## src/sv/assert_macros.svh

```systemverilog
// Assertion helpers: clk and arst_n must be visible where these are used.
`ifndef ASSERT_MACROS_SVH
`define ASSERT_MACROS_SVH

// Same-cycle implication.
`define ASSERT_IMPL(lbl, ante, cons, msg) \
	lbl: assert property (@(posedge clk) disable iff (!arst_n) (ante) |-> (cons)) \
		else $error(msg);

// Next-cycle implication.
`define ASSERT_NEXT(lbl, ante, cons, msg) \
	lbl: assert property (@(posedge clk) disable iff (!arst_n) (ante) |=> (cons)) \
		else $error(msg);

`endif

```

## src/sv/md5sh_pkg.sv

```systemverilog
`default_nettype none
package md5sh_pkg;

	localparam logic [31:0] IV_A = 32'h67452301;
	localparam logic [31:0] IV_B = 32'hefcdab89;
	localparam logic [31:0] IV_C = 32'h98badcfe;
	localparam logic [31:0] IV_D = 32'h10325476;
	localparam logic [7:0] PAD_MARK = 8'h80;
	localparam logic [5:0] LEN_OFFSET = 6'd56;

	typedef struct packed {
		logic start;
		logic reinit;
	} core_ctl_t;

	typedef struct packed {
		logic busy;
		logic done;
	} core_stat_t;

	function automatic logic [31:0] step_const(input logic [5:0] i);
		logic [31:0] k;
		case (i)
			6'd0: k = 32'hd76aa478;  6'd1: k = 32'he8c7b756;
			6'd2: k = 32'h242070db;  6'd3: k = 32'hc1bdceee;
			6'd4: k = 32'hf57c0faf;  6'd5: k = 32'h4787c62a;
			6'd6: k = 32'ha8304613;  6'd7: k = 32'hfd469501;
			6'd8: k = 32'h698098d8;  6'd9: k = 32'h8b44f7af;
			6'd10: k = 32'hffff5bb1; 6'd11: k = 32'h895cd7be;
			6'd12: k = 32'h6b901122; 6'd13: k = 32'hfd987193;
			6'd14: k = 32'ha679438e; 6'd15: k = 32'h49b40821;
			6'd16: k = 32'hf61e2562; 6'd17: k = 32'hc040b340;
			6'd18: k = 32'h265e5a51; 6'd19: k = 32'he9b6c7aa;
			6'd20: k = 32'hd62f105d; 6'd21: k = 32'h02441453;
			6'd22: k = 32'hd8a1e681; 6'd23: k = 32'he7d3fbc8;
			6'd24: k = 32'h21e1cde6; 6'd25: k = 32'hc33707d6;
			6'd26: k = 32'hf4d50d87; 6'd27: k = 32'h455a14ed;
			6'd28: k = 32'ha9e3e905; 6'd29: k = 32'hfcefa3f8;
			6'd30: k = 32'h676f02d9; 6'd31: k = 32'h8d2a4c8a;
			6'd32: k = 32'hfffa3942; 6'd33: k = 32'h8771f681;
			6'd34: k = 32'h6d9d6122; 6'd35: k = 32'hfde5380c;
			6'd36: k = 32'ha4beea44; 6'd37: k = 32'h4bdecfa9;
			6'd38: k = 32'hf6bb4b60; 6'd39: k = 32'hbebfbc70;
			6'd40: k = 32'h289b7ec6; 6'd41: k = 32'heaa127fa;
			6'd42: k = 32'hd4ef3085; 6'd43: k = 32'h04881d05;
			6'd44: k = 32'hd9d4d039; 6'd45: k = 32'he6db99e5;
			6'd46: k = 32'h1fa27cf8; 6'd47: k = 32'hc4ac5665;
			6'd48: k = 32'hf4292244; 6'd49: k = 32'h432aff97;
			6'd50: k = 32'hab9423a7; 6'd51: k = 32'hfc93a039;
			6'd52: k = 32'h655b59c3; 6'd53: k = 32'h8f0ccc92;
			6'd54: k = 32'hffeff47d; 6'd55: k = 32'h85845dd1;
			6'd56: k = 32'h6fa87e4f; 6'd57: k = 32'hfe2ce6e0;
			6'd58: k = 32'ha3014314; 6'd59: k = 32'h4e0811a1;
			6'd60: k = 32'hf7537e82; 6'd61: k = 32'hbd3af235;
			6'd62: k = 32'h2ad7d2bb; 6'd63: k = 32'heb86d391;
			default: k = 32'h0;
		endcase
		return k;
	endfunction

	function automatic logic [4:0] rot_amount(input logic [5:0] i);
		logic [4:0] s;
		case ({i[5:4], i[1:0]})
			4'd0: s = 5'd7;   4'd1: s = 5'd12;  4'd2: s = 5'd17;  4'd3: s = 5'd22;
			4'd4: s = 5'd5;   4'd5: s = 5'd9;   4'd6: s = 5'd14;  4'd7: s = 5'd20;
			4'd8: s = 5'd4;   4'd9: s = 5'd11;  4'd10: s = 5'd16; 4'd11: s = 5'd23;
			4'd12: s = 5'd6;  4'd13: s = 5'd10; 4'd14: s = 5'd15; 4'd15: s = 5'd21;
			default: s = 5'd7;
		endcase
		return s;
	endfunction

	// Message word used by step i.
	function automatic logic [3:0] msg_index(input logic [5:0] i);
		logic [3:0] g;
		logic [3:0] n;
		n = i[3:0];
		case (i[5:4])
			2'd0: g = n;
			2'd1: g = 4'((n << 2) + n + 4'd1);
			2'd2: g = 4'((n << 1) + n + 4'd5);
			2'd3: g = 4'((n << 3) - n);
			default: g = n;
		endcase
		return g;
	endfunction

	function automatic logic [31:0] rotl32(input logic [31:0] x, input logic [4:0] s);
		logic [63:0] w;
		w = {32'h0, x} << s;
		return w[63:32] | w[31:0];
	endfunction

	function automatic logic [31:0] bswap32(input logic [31:0] x);
		return {x[7:0], x[15:8], x[23:16], x[31:24]};
	endfunction

endpackage
`default_nettype wire

```

## src/sv/md5sh_if.sv

```systemverilog
`default_nettype none
interface md5sh_in_if;
	logic valid;
	logic ready;
	logic [7:0] data_byte;
	logic has_byte;
	logic end_of_message;
	modport source(output valid, data_byte, has_byte, end_of_message, input ready);
	modport sink(input valid, data_byte, has_byte, end_of_message, output ready);
endinterface

interface md5sh_out_if;
	logic valid;
	logic ready;
	logic [63:0] digest_half;
	logic half_index;
	logic last_half;
	modport source(output valid, digest_half, half_index, last_half, input ready);
	modport sink(input valid, digest_half, half_index, last_half, output ready);
endinterface
`default_nettype wire

```

## src/sv/md5sh_buf.sv

```systemverilog
`default_nettype none
module md5sh_buf import md5sh_pkg::*; (
	input wire logic clk,
	input wire logic wr_en,
	input wire logic [5:0] wr_addr,
	input wire logic [7:0] wr_data,
	input wire logic [3:0] rd_addr,
	output logic [31:0] rd_data_s1
);
	// 16 little-endian words; bytes land in their lane.
	logic [31:0] mem [16];

	always_ff @(posedge clk) begin
		if (wr_en) begin
			mem[wr_addr[5:2]][{wr_addr[1:0], 3'b000} +: 8] <= wr_data;
		end
		rd_data_s1 <= mem[rd_addr];
	end
endmodule
`default_nettype wire

```

## src/sv/md5sh_core.sv

```systemverilog
`default_nettype none
module md5sh_core import md5sh_pkg::*; (
	input wire logic clk,
	input wire logic arst_n,
	input wire core_ctl_t ctl,
	output core_stat_t stat,
	output logic [3:0] rd_addr,
	input wire logic [31:0] rd_data_s1,
	output logic [3:0][31:0] chain
);
	typedef enum logic [1:0] {C_IDLE, C_PRIME, C_RUN, C_ADD} cstate_t;

	cstate_t st_q;
	logic [5:0] step_q;
	logic [31:0] a_q, b_q, c_q, d_q;
	logic [3:0][31:0] chain_q;
	logic done_q;
	logic [31:0] f, t, b_new;

	always_comb begin
		case (step_q[5:4])
			2'd0: f = (b_q & c_q) | (~b_q & d_q);
			2'd1: f = (b_q & d_q) | (c_q & ~d_q);
			2'd2: f = b_q ^ c_q ^ d_q;
			2'd3: f = c_q ^ (b_q | ~d_q);
			default: f = b_q ^ c_q ^ d_q;
		endcase
		t = a_q + f + rd_data_s1 + step_const(step_q);
		b_new = b_q + rotl32(t, rot_amount(step_q));
	end

	// Fetch one step ahead to cover the read latency.
	assign rd_addr = (st_q == C_PRIME) ? msg_index(6'd0) : msg_index(6'(step_q + 6'd1));
	assign chain = chain_q;
	assign stat.busy = (st_q != C_IDLE) || done_q;
	assign stat.done = done_q;

	always_ff @(posedge clk or negedge arst_n) begin
		if (!arst_n) begin
			st_q <= C_IDLE;
			step_q <= '0;
			done_q <= 1'b0;
			chain_q <= {IV_D, IV_C, IV_B, IV_A};
		end else begin
			done_q <= 1'b0;
			case (st_q)
				C_IDLE: begin
					if (ctl.reinit) begin
						chain_q <= {IV_D, IV_C, IV_B, IV_A};
					end
					if (ctl.start) begin
						a_q <= chain_q[0];
						b_q <= chain_q[1];
						c_q <= chain_q[2];
						d_q <= chain_q[3];
						step_q <= '0;
						st_q <= C_PRIME;
					end
				end
				C_PRIME: st_q <= C_RUN;
				C_RUN: begin
					a_q <= d_q;
					d_q <= c_q;
					c_q <= b_q;
					b_q <= b_new;
					step_q <= step_q + 6'd1;
					if (step_q == 6'd63) begin
						st_q <= C_ADD;
					end
				end
				C_ADD: begin
					chain_q[0] <= chain_q[0] + a_q;
					chain_q[1] <= chain_q[1] + b_q;
					chain_q[2] <= chain_q[2] + c_q;
					chain_q[3] <= chain_q[3] + d_q;
					done_q <= 1'b1;
					st_q <= C_IDLE;
				end
				default: st_q <= C_IDLE;
			endcase
		end
	end
endmodule
`default_nettype wire

```

## src/sv/md5_stream_hasher_unit.sv

```systemverilog
// MD5 hasher, at most one message byte per request. A byte request that does not fill the
// 64-byte block is taken without holding the input; a request that fills it holds the input
// while the compression core runs its 64 steps, one per cycle, against the
// block memory's single read port. An end-of-message request then writes the
// padding one byte per cycle up to the end of the current block and compresses
// it; when the length does not fit in that block, a second block of padding and
// length follows with another compression. The digest comes out as two 64-bit
// halves, first digest byte in bits 63..56. Input is refused until both halves
// are taken; after that the unit starts the next message from the initial state.
`default_nettype none
`include "assert_macros.svh"
module md5_stream_hasher_unit import md5sh_pkg::*; (
	input wire logic clk,
	input wire logic arst_n,
	md5sh_in_if.sink msg,
	md5sh_out_if.source dig
);
	typedef enum logic [1:0] {S_IDLE, S_COMP, S_PAD, S_OUT} state_t;

	state_t st_q;
	logic [5:0] fill_q;
	logic [63:0] count_q;
	logic fin_q, mark_q, len_q, final_q;
	logic out_valid_q, half_q;
	logic [63:0] half_data_q;

	core_ctl_t core_ctl;
	core_stat_t core_stat;
	logic [3:0] rd_addr;
	logic [31:0] rd_data_s1;
	logic [3:0][31:0] chain;

	logic wr_en;
	logic [7:0] wr_data, pad_byte;
	logic len_now, in_acc, out_acc;

	assign in_acc = msg.valid && msg.ready;
	assign out_acc = dig.valid && dig.ready;
	assign msg.ready = (st_q == S_IDLE);
	assign dig.valid = out_valid_q;
	assign dig.digest_half = half_data_q;
	assign dig.half_index = half_q;
	assign dig.last_half = half_q;

	assign len_now = len_q || (mark_q && (fill_q == LEN_OFFSET));
	always_comb begin
		if (len_now) begin
			pad_byte = count_q[{fill_q[2:0], 3'b000} +: 8];
		end else if (mark_q) begin
			pad_byte = 8'h00;
		end else begin
			pad_byte = PAD_MARK;
		end
	end

	assign wr_en = (in_acc && msg.has_byte) || (st_q == S_PAD);
	assign wr_data = (st_q == S_PAD) ? pad_byte : msg.data_byte;

	always_comb begin
		core_ctl.start = wr_en && (fill_q == 6'd63);
		core_ctl.reinit = out_acc && half_q;
	end

	md5sh_buf u_buf (
		.clk(clk),
		.wr_en(wr_en),
		.wr_addr(fill_q),
		.wr_data(wr_data),
		.rd_addr(rd_addr),
		.rd_data_s1(rd_data_s1)
	);

	md5sh_core u_core (
		.clk(clk),
		.arst_n(arst_n),
		.ctl(core_ctl),
		.stat(core_stat),
		.rd_addr(rd_addr),
		.rd_data_s1(rd_data_s1),
		.chain(chain)
	);

	always_ff @(posedge clk or negedge arst_n) begin
		if (!arst_n) begin
			st_q <= S_IDLE;
			fill_q <= '0;
			count_q <= '0;
			fin_q <= 1'b0;
			mark_q <= 1'b0;
			len_q <= 1'b0;
			final_q <= 1'b0;
			out_valid_q <= 1'b0;
			half_q <= 1'b0;
		end else begin
			if (wr_en) begin
				fill_q <= fill_q + 6'd1;
			end
			case (st_q)
				S_IDLE: begin
					if (in_acc) begin
						if (msg.has_byte) begin
							count_q <= count_q + 64'd8;
						end
						fin_q <= msg.end_of_message;
						if (msg.has_byte && fill_q == 6'd63) begin
							st_q <= S_COMP;
						end else if (msg.end_of_message) begin
							st_q <= S_PAD;
						end
					end
				end
				S_PAD: begin
					mark_q <= 1'b1;
					len_q <= len_now;
					if (fill_q == 6'd63) begin
						final_q <= len_now;
						st_q <= S_COMP;
					end
				end
				S_COMP: begin
					if (core_stat.done) begin
						if (final_q) begin
							half_data_q <= {bswap32(chain[0]), bswap32(chain[1])};
							half_q <= 1'b0;
							out_valid_q <= 1'b1;
							st_q <= S_OUT;
						end else if (fin_q) begin
							st_q <= S_PAD;
						end else begin
							st_q <= S_IDLE;
						end
					end
				end
				S_OUT: begin
					if (out_acc) begin
						if (!half_q) begin
							half_data_q <= {bswap32(chain[2]), bswap32(chain[3])};
							half_q <= 1'b1;
						end else begin
							out_valid_q <= 1'b0;
							half_q <= 1'b0;
							fill_q <= '0;
							count_q <= '0;
							fin_q <= 1'b0;
							mark_q <= 1'b0;
							len_q <= 1'b0;
							final_q <= 1'b0;
							st_q <= S_IDLE;
						end
					end
				end
				default: st_q <= S_IDLE;
			endcase
		end
	end

	`ASSERT_IMPL(a_no_in_while_out, msg.ready, !dig.valid, "input open while digest pending")
	`ASSERT_IMPL(a_no_wr_while_busy, wr_en, !core_stat.busy, "block write during compression")
	`ASSERT_NEXT(a_second_half, out_acc && !half_q, dig.valid && dig.half_index, "second half missing")
	`ASSERT_IMPL(a_done_in_comp, core_stat.done, st_q == S_COMP, "compression done out of sequence")
endmodule
`default_nettype wire

```

## src/flat_wrapper.sv

```systemverilog
// flat-port wrapper written by rule: the top's interface ports become plain ports
module md5_stream_hasher_unit_flat import md5sh_pkg::*;
  (clk, arst_n, msg_valid, msg_data_byte, msg_has_byte, msg_end_of_message, msg_ready, dig_valid, dig_digest_half, dig_half_index, dig_last_half, dig_ready);
  md5sh_in_if msg_i ();
  md5sh_out_if dig_i ();
  input wire logic clk;
  input wire logic arst_n;
  input wire logic [$bits(msg_i.valid)-1:0] msg_valid;
  input wire logic [$bits(msg_i.data_byte)-1:0] msg_data_byte;
  input wire logic [$bits(msg_i.has_byte)-1:0] msg_has_byte;
  input wire logic [$bits(msg_i.end_of_message)-1:0] msg_end_of_message;
  output wire logic [$bits(msg_i.ready)-1:0] msg_ready;
  output wire logic [$bits(dig_i.valid)-1:0] dig_valid;
  output wire logic [$bits(dig_i.digest_half)-1:0] dig_digest_half;
  output wire logic [$bits(dig_i.half_index)-1:0] dig_half_index;
  output wire logic [$bits(dig_i.last_half)-1:0] dig_last_half;
  input wire logic [$bits(dig_i.ready)-1:0] dig_ready;
  assign msg_i.valid = msg_valid;
  assign msg_i.data_byte = msg_data_byte;
  assign msg_i.has_byte = msg_has_byte;
  assign msg_i.end_of_message = msg_end_of_message;
  assign msg_ready = msg_i.ready;
  assign dig_valid = dig_i.valid;
  assign dig_digest_half = dig_i.digest_half;
  assign dig_half_index = dig_i.half_index;
  assign dig_last_half = dig_i.last_half;
  assign dig_i.ready = dig_ready;
  md5_stream_hasher_unit u_core (.clk(clk), .arst_n(arst_n), .msg(msg_i), .dig(dig_i));
endmodule
```

## config.mk

```make
export PLATFORM = sky130hd
export DESIGN_NAME = md5_stream_hasher_unit_flat
export DESIGN_NICKNAME = d
export VERILOG_FILES = /design/src/sv/md5sh_pkg.sv /design/src/sv/md5sh_if.sv /design/src/sv/md5sh_buf.sv /design/src/sv/md5sh_core.sv /design/src/sv/md5_stream_hasher_unit.sv /design/src/flat_wrapper.sv
export VERILOG_INCLUDE_DIRS = /design/src /design/src/sv
export SDC_FILE = /design/constraint.sdc
export NUM_CORES = 2
export LEC_CHECK = 0
export ABC_AREA = 1
export BUFFER_PORTS_ARGS = -buffer_cell sky130_fd_sc_hd__buf_2
export CAP_MARGIN = 20
export CORE_MARGIN = 2
export CORE_UTILIZATION = 59
export CTS_CLUSTER_DIAMETER = 100
export CTS_CLUSTER_SIZE = 28
export DETAILED_ROUTE_END_ITERATION = 8
export PLACE_DENSITY = 0.75
export SYNTH_ARGS = -nofsm -noshare
export SYNTH_HDL_FRONTEND = slang
export SYNTH_SLANG_ARGS = --single-unit
```

## constraint.sdc

```tcl
create_clock -name clk -period 10.3 [get_ports clk]
set_input_delay 1.545 -clock clk [delete_from_list [all_inputs] [get_ports clk]]
set_output_delay 1.545 -clock clk [all_outputs]
set_load 0.01 [all_outputs]
```

==> out/summary.log <==
INFO  run_status     outcome=completed
INFO  pwr            switching_power_summed_over_all_nets=1.337mW
INFO  sta            slew_headroom=0.2190
INFO  synth          synthDistinctLibCells=74
INFO  floorplan      chipHeight=319.0um
INFO  worst_setup_path startpoint_type=register
INFO  sta            timing.final.crit_share=0.9238
INFO  clock_tree     clkSinkCount=948
INFO  pwr            proportion_of_power_drawn_by_combinational_gates=0.007
INFO  clock_tree     clock_tree.root_cell=clkbuf_16
INFO  clock_tree     clk-insertion-delay-late=0.71ns
INFO  placed_design  count_of_port_buffers_added_during_placement=81
INFO  synth          number_of_enable_type_register_cells_in_the_synthesized_netlist=704
INFO  drt            drt-vias-per-instance=6.258
INFO  hold_path      min_path_type=reg2reg
INFO  synth          post_synth_inst_count=6,976
INFO  floorplan      initial_core_util=0.5947
INFO  sta            hold_violations=0
INFO  hold_path      hold-path-endpoint=u_core.count_q[33]
INFO  synth          adder_cell_share_of_the_synthesized_area=0.07713
INFO  clock_tree     buffer_count_from_post_cts_setup_fixing=0
INFO  worst_setup_path worst_r2r_path_depth=43
INFO  clock_tree     resize_count_post_cts=0
INFO  sta            timing_max_transition_violations_final=0
INFO  synth          yosys.area_share.simple=0.1851
INFO  synth          yosys_warnings=0
INFO  worst_setup_path timing.critical_path.from=u_core.u_core.step_q[1]
INFO  synth          synth_compound_area_frac=0.1739
INFO  sta            timing.setup.tns=0ns
INFO  synth          yosys-mux-area-fraction=0.0006841
INFO  drt            drt_wirelength=203,000um
INFO  global_route   grt_max_degree=146
INFO  worst_setup_path cpMaxStageDelayCell=dfrtp_1
INFO  pwr            power.clock.fraction=0.343
INFO  synth          synth.ff_latch_count=948
INFO  synth          post-synth-top-count-cell=nand2_1
INFO  sta            fin_hold_ws=0.4962ns
INFO  synth          main_combinational_cell_family_by_area_after_synthesis=simple AND/OR/NAND/NOR gates
INFO  sta            worst_clock_skew=0.05055ns
INFO  drt            drt_first_pass_iters=7
INFO  pwr            internal_power=4.913mW
INFO  floorplan      design.core.area=0.09842mm2
INFO  job            maxCapViolCount=0
INFO  worst_setup_path worst_ep_arrival_time=9.96ns
INFO  sta            timing_worst_slew_pin_value=1.167ns
INFO  synth          netlist_area=0.05853mm2
INFO  placed_design  hpwl=151,900um
INFO  drt            detail_route.drc_violations=0
INFO  floorplan      dieWidth=319.0um
INFO  worst_setup_path rrSetupSlack=0.79ns
INFO  global_route   grt_usage=0.3921
INFO  clock_tree     cts-htree-levels=2
INFO  finish         num-fill-cells=8,339
INFO  sta            finalSetupViolations=0
INFO  worst_setup_path r2r-end=u_core.u_core.b_q[25]
INFO  drt            routed_wire_length_per_instance=24.54um
INFO  synth          synth_area_leader_cell=edfxtp_1
INFO  floorplan      rows=115
INFO  global_route   first_global_vias=48,300
INFO  clock_tree     cts.hold.buffers_added=0
INFO  finish         multiInputGateArea=0.02631mm2
INFO  drt            dr_total_vias=51,760
INFO  placed_design  gp_congestion=1.088
INFO  clock_tree     cts_buffers=43
INFO  synth          asyncSetResetFlopFracSynth=0.2236
INFO  worst_setup_path cpMostUsedCell=nand2_1
INFO  finish         synthToLayoutAreaGrowth=5.866%
INFO  synth          synth.cells.most_frequent=nand2_1, inv_1, edfxtp_1, o21ai_0, nand3_1
INFO  global_route   grt_first_pass_wirelength=299,500um
INFO  synth          synth-xor-area-share=0.01033
INFO  pwr            power_per_cell_area=100.9mW/mm2
INFO  worst_setup_path critical_path_required=10.75ns
INFO  synth          ys_seq_area_frac=0.4642
INFO  drt            antenna_violating_nets_post_route=0
INFO  worst_setup_path timing.rr.start=u_core.u_core.step_q[1]
INFO  worst_setup_path critical_path_class=reg2reg
INFO  placed_design  postPlaceCellArea=0.06050mm2
INFO  synth          yosysTopAreaCellShare=0.3612
INFO  floorplan      die-area=0.1017mm2
INFO  finish         seqCellArea=0.02717mm2
INFO  pwr            p_leak=25.37nW
INFO  synth          synth.top_cells.by_area=edfxtp_1, nand2_1, inv_1
INFO  worst_setup_path critPathMaxStageDelay=0.71ns
INFO  finish         fin_area=0.06196mm2
INFO  global_route   antenna_found_initial=3
INFO  finish         layout-drive-gt1-share=0.06101
INFO  hold_path      timing.hold.worst.start=u_core.count_q[33]
INFO  hold_path      worstHoldPathCells=1
INFO  pwr            power.share.switching=0.2140
INFO  sta            min_period=9.515ns
INFO  pwr            power_frac_seq=0.650
INFO  worst_setup_path crit_path_end_kind=register
INFO  clock_tree     cts_tree=done
INFO  synth          syn_area_per_cell=8.390um2
INFO  pwr            peakVddDrop=196.0uV
INFO  sta            grt_setup_unrepaired=no
INFO  synth          syn_nets=7,310
INFO  drt            initialDrtViolationCount=7,135
INFO  synth          top_flip_flop_cell_by_instance_count_after_synthesis=edfxtp_1
INFO  worst_setup_path cp_max_fo=15
INFO  finish         layout.nets=7,282
INFO  global_route   globalRouteOverflowTotal=0
INFO  sta            fmax=105.1MHz
INFO  floorplan      ioPinCount=82
INFO  clock_tree     cts_max_path_buffers=3
INFO  clock_tree     path_clk_slew=0.11ns
==> stage by stage <==
step | util | total power, mW | instances | setup WS (ns)
floorplan | - | 4.155 | 6976 | 1.914
global placement | 0.6145 | 4.188 | 8180 | 1.118
detailed placement | 0.6147 | 4.189 | 8182 | 1.097
CTS | 0.6288 | 6.256 | 8262 | 1.077
global route | 0.6295 | 6.379 | 8270 | 0.2422
finish | 0.6295 | 6.251 | 8271 | 0.7851
==> cells in the final DEF, fill, tap and decap left out, types with 25 or more instances in the layout <==
cell,n
nand3_1,520
nor3_1,128
clkbuf_1,25
o21bai_1,25
ha_1,251
o211ai_1,293
buf_4,123
dfxtp_1,32
fa_1,68
o21a_1,30
nand2_1,1285
buf_2,81
nor2_1,465
a21oi_1,468
o22ai_1,65
a31oi_1,37
o21ai_0,648
a211oi_1,27
nand4_1,50
inv_1,1041
dfrtp_1,148
clkbuf_16,43
xor2_1,47
dfstp_2,64
edfxtp_1,704
==> sequential cells by signal, summed over array words and instances (netlist names), 2 cells and up <==
register / cells
u_core.u_buf.rd_data_s1: 32
u_core.u_core.chain: 128
u_core.st_q: 2
u_core.u_core.b_q: 32
u_core.u_core.a_q: 32
u_core.u_core.step_q: 6
u_core.fill_q: 6
u_core.u_core.d_q: 32
u_core.u_core.st_q: 2
u_core.u_buf.mem: 512
u_core.count_q: 61
u_core.dig.digest_half: 64
u_core.u_core.c_q: 32
==> metal layers <==
metal | GRT usage | up-vias | share of wire
met3 | 0.06027 | 578 | 0.097
met5 | 0 | - | 0.000064
li1 | - | 23890 | -
met4 | 0.2544 | 2 | 0.077
met2 | 0.6098 | 2910 | 0.44
met1 | 0.5141 | 24380 | 0.38
==> final cells by class <==
cell class | instances | share of cell area
multi-input cells | 4678 | 0.4247
inverters | 1063 | 0.06456
diodes | 1 | 0.00004039
clock buffers | 69 | 0.01910
well taps | 1287 | 0.02599
clock inverters | 11 | 0.003231
repair buffers | 214 | 0.02393
flip-flops and latches | 948 | 0.4385
==> power by group through the flow <==
stage          clock [mW]  sequential [mW]  combinational (mW)
3_5_place_dp            0             4.15              0.0423
4_1_cts              2.15             4.06              0.0424
6_report             2.15             4.06              0.0417
2_1_floorplan           0             4.15             0.00789
3_3_place_gp            0             4.15              0.0408
5_1_grt              2.27             4.06              0.0459
==> critical path, delay by kind of cell, from the launching register on <==
kind,cells,cell delay (ns)
fa+ha+maj,5,2.42
compound gates,10,2.52
simple gates,19,2.14
buf+inv,8,1.38
xor+xnor,1,0.11
flops,1,0.71
==> cells by family after synthesis <==
family / count (synthesis)
simple gates: 2548
compound gates: 1737
buf+inv: 1350
flops: 948
fa+ha+maj: 320
xor+xnor: 69
mux: 4
==> how the worst max path moves through the flow <==
stage / to / slack, ns / cells past startpoint
after global placement: u_core.u_core.b_q[25] / 1.12 / 45
after CTS: u_core.u_core.b_q[28] / 1.08 / 45
after floorplan: u_core.u_core.a_q[0] / 1.91 / 8
final: u_core.u_core.b_q[25] / 0.79 / 43
after detailed placement: u_core.u_core.b_q[28] / 1.10 / 45
after global routing: u_core.u_core.b_q[28] / 0.24 / 44
Note: power is estimated with default switching activity, not from simulation.
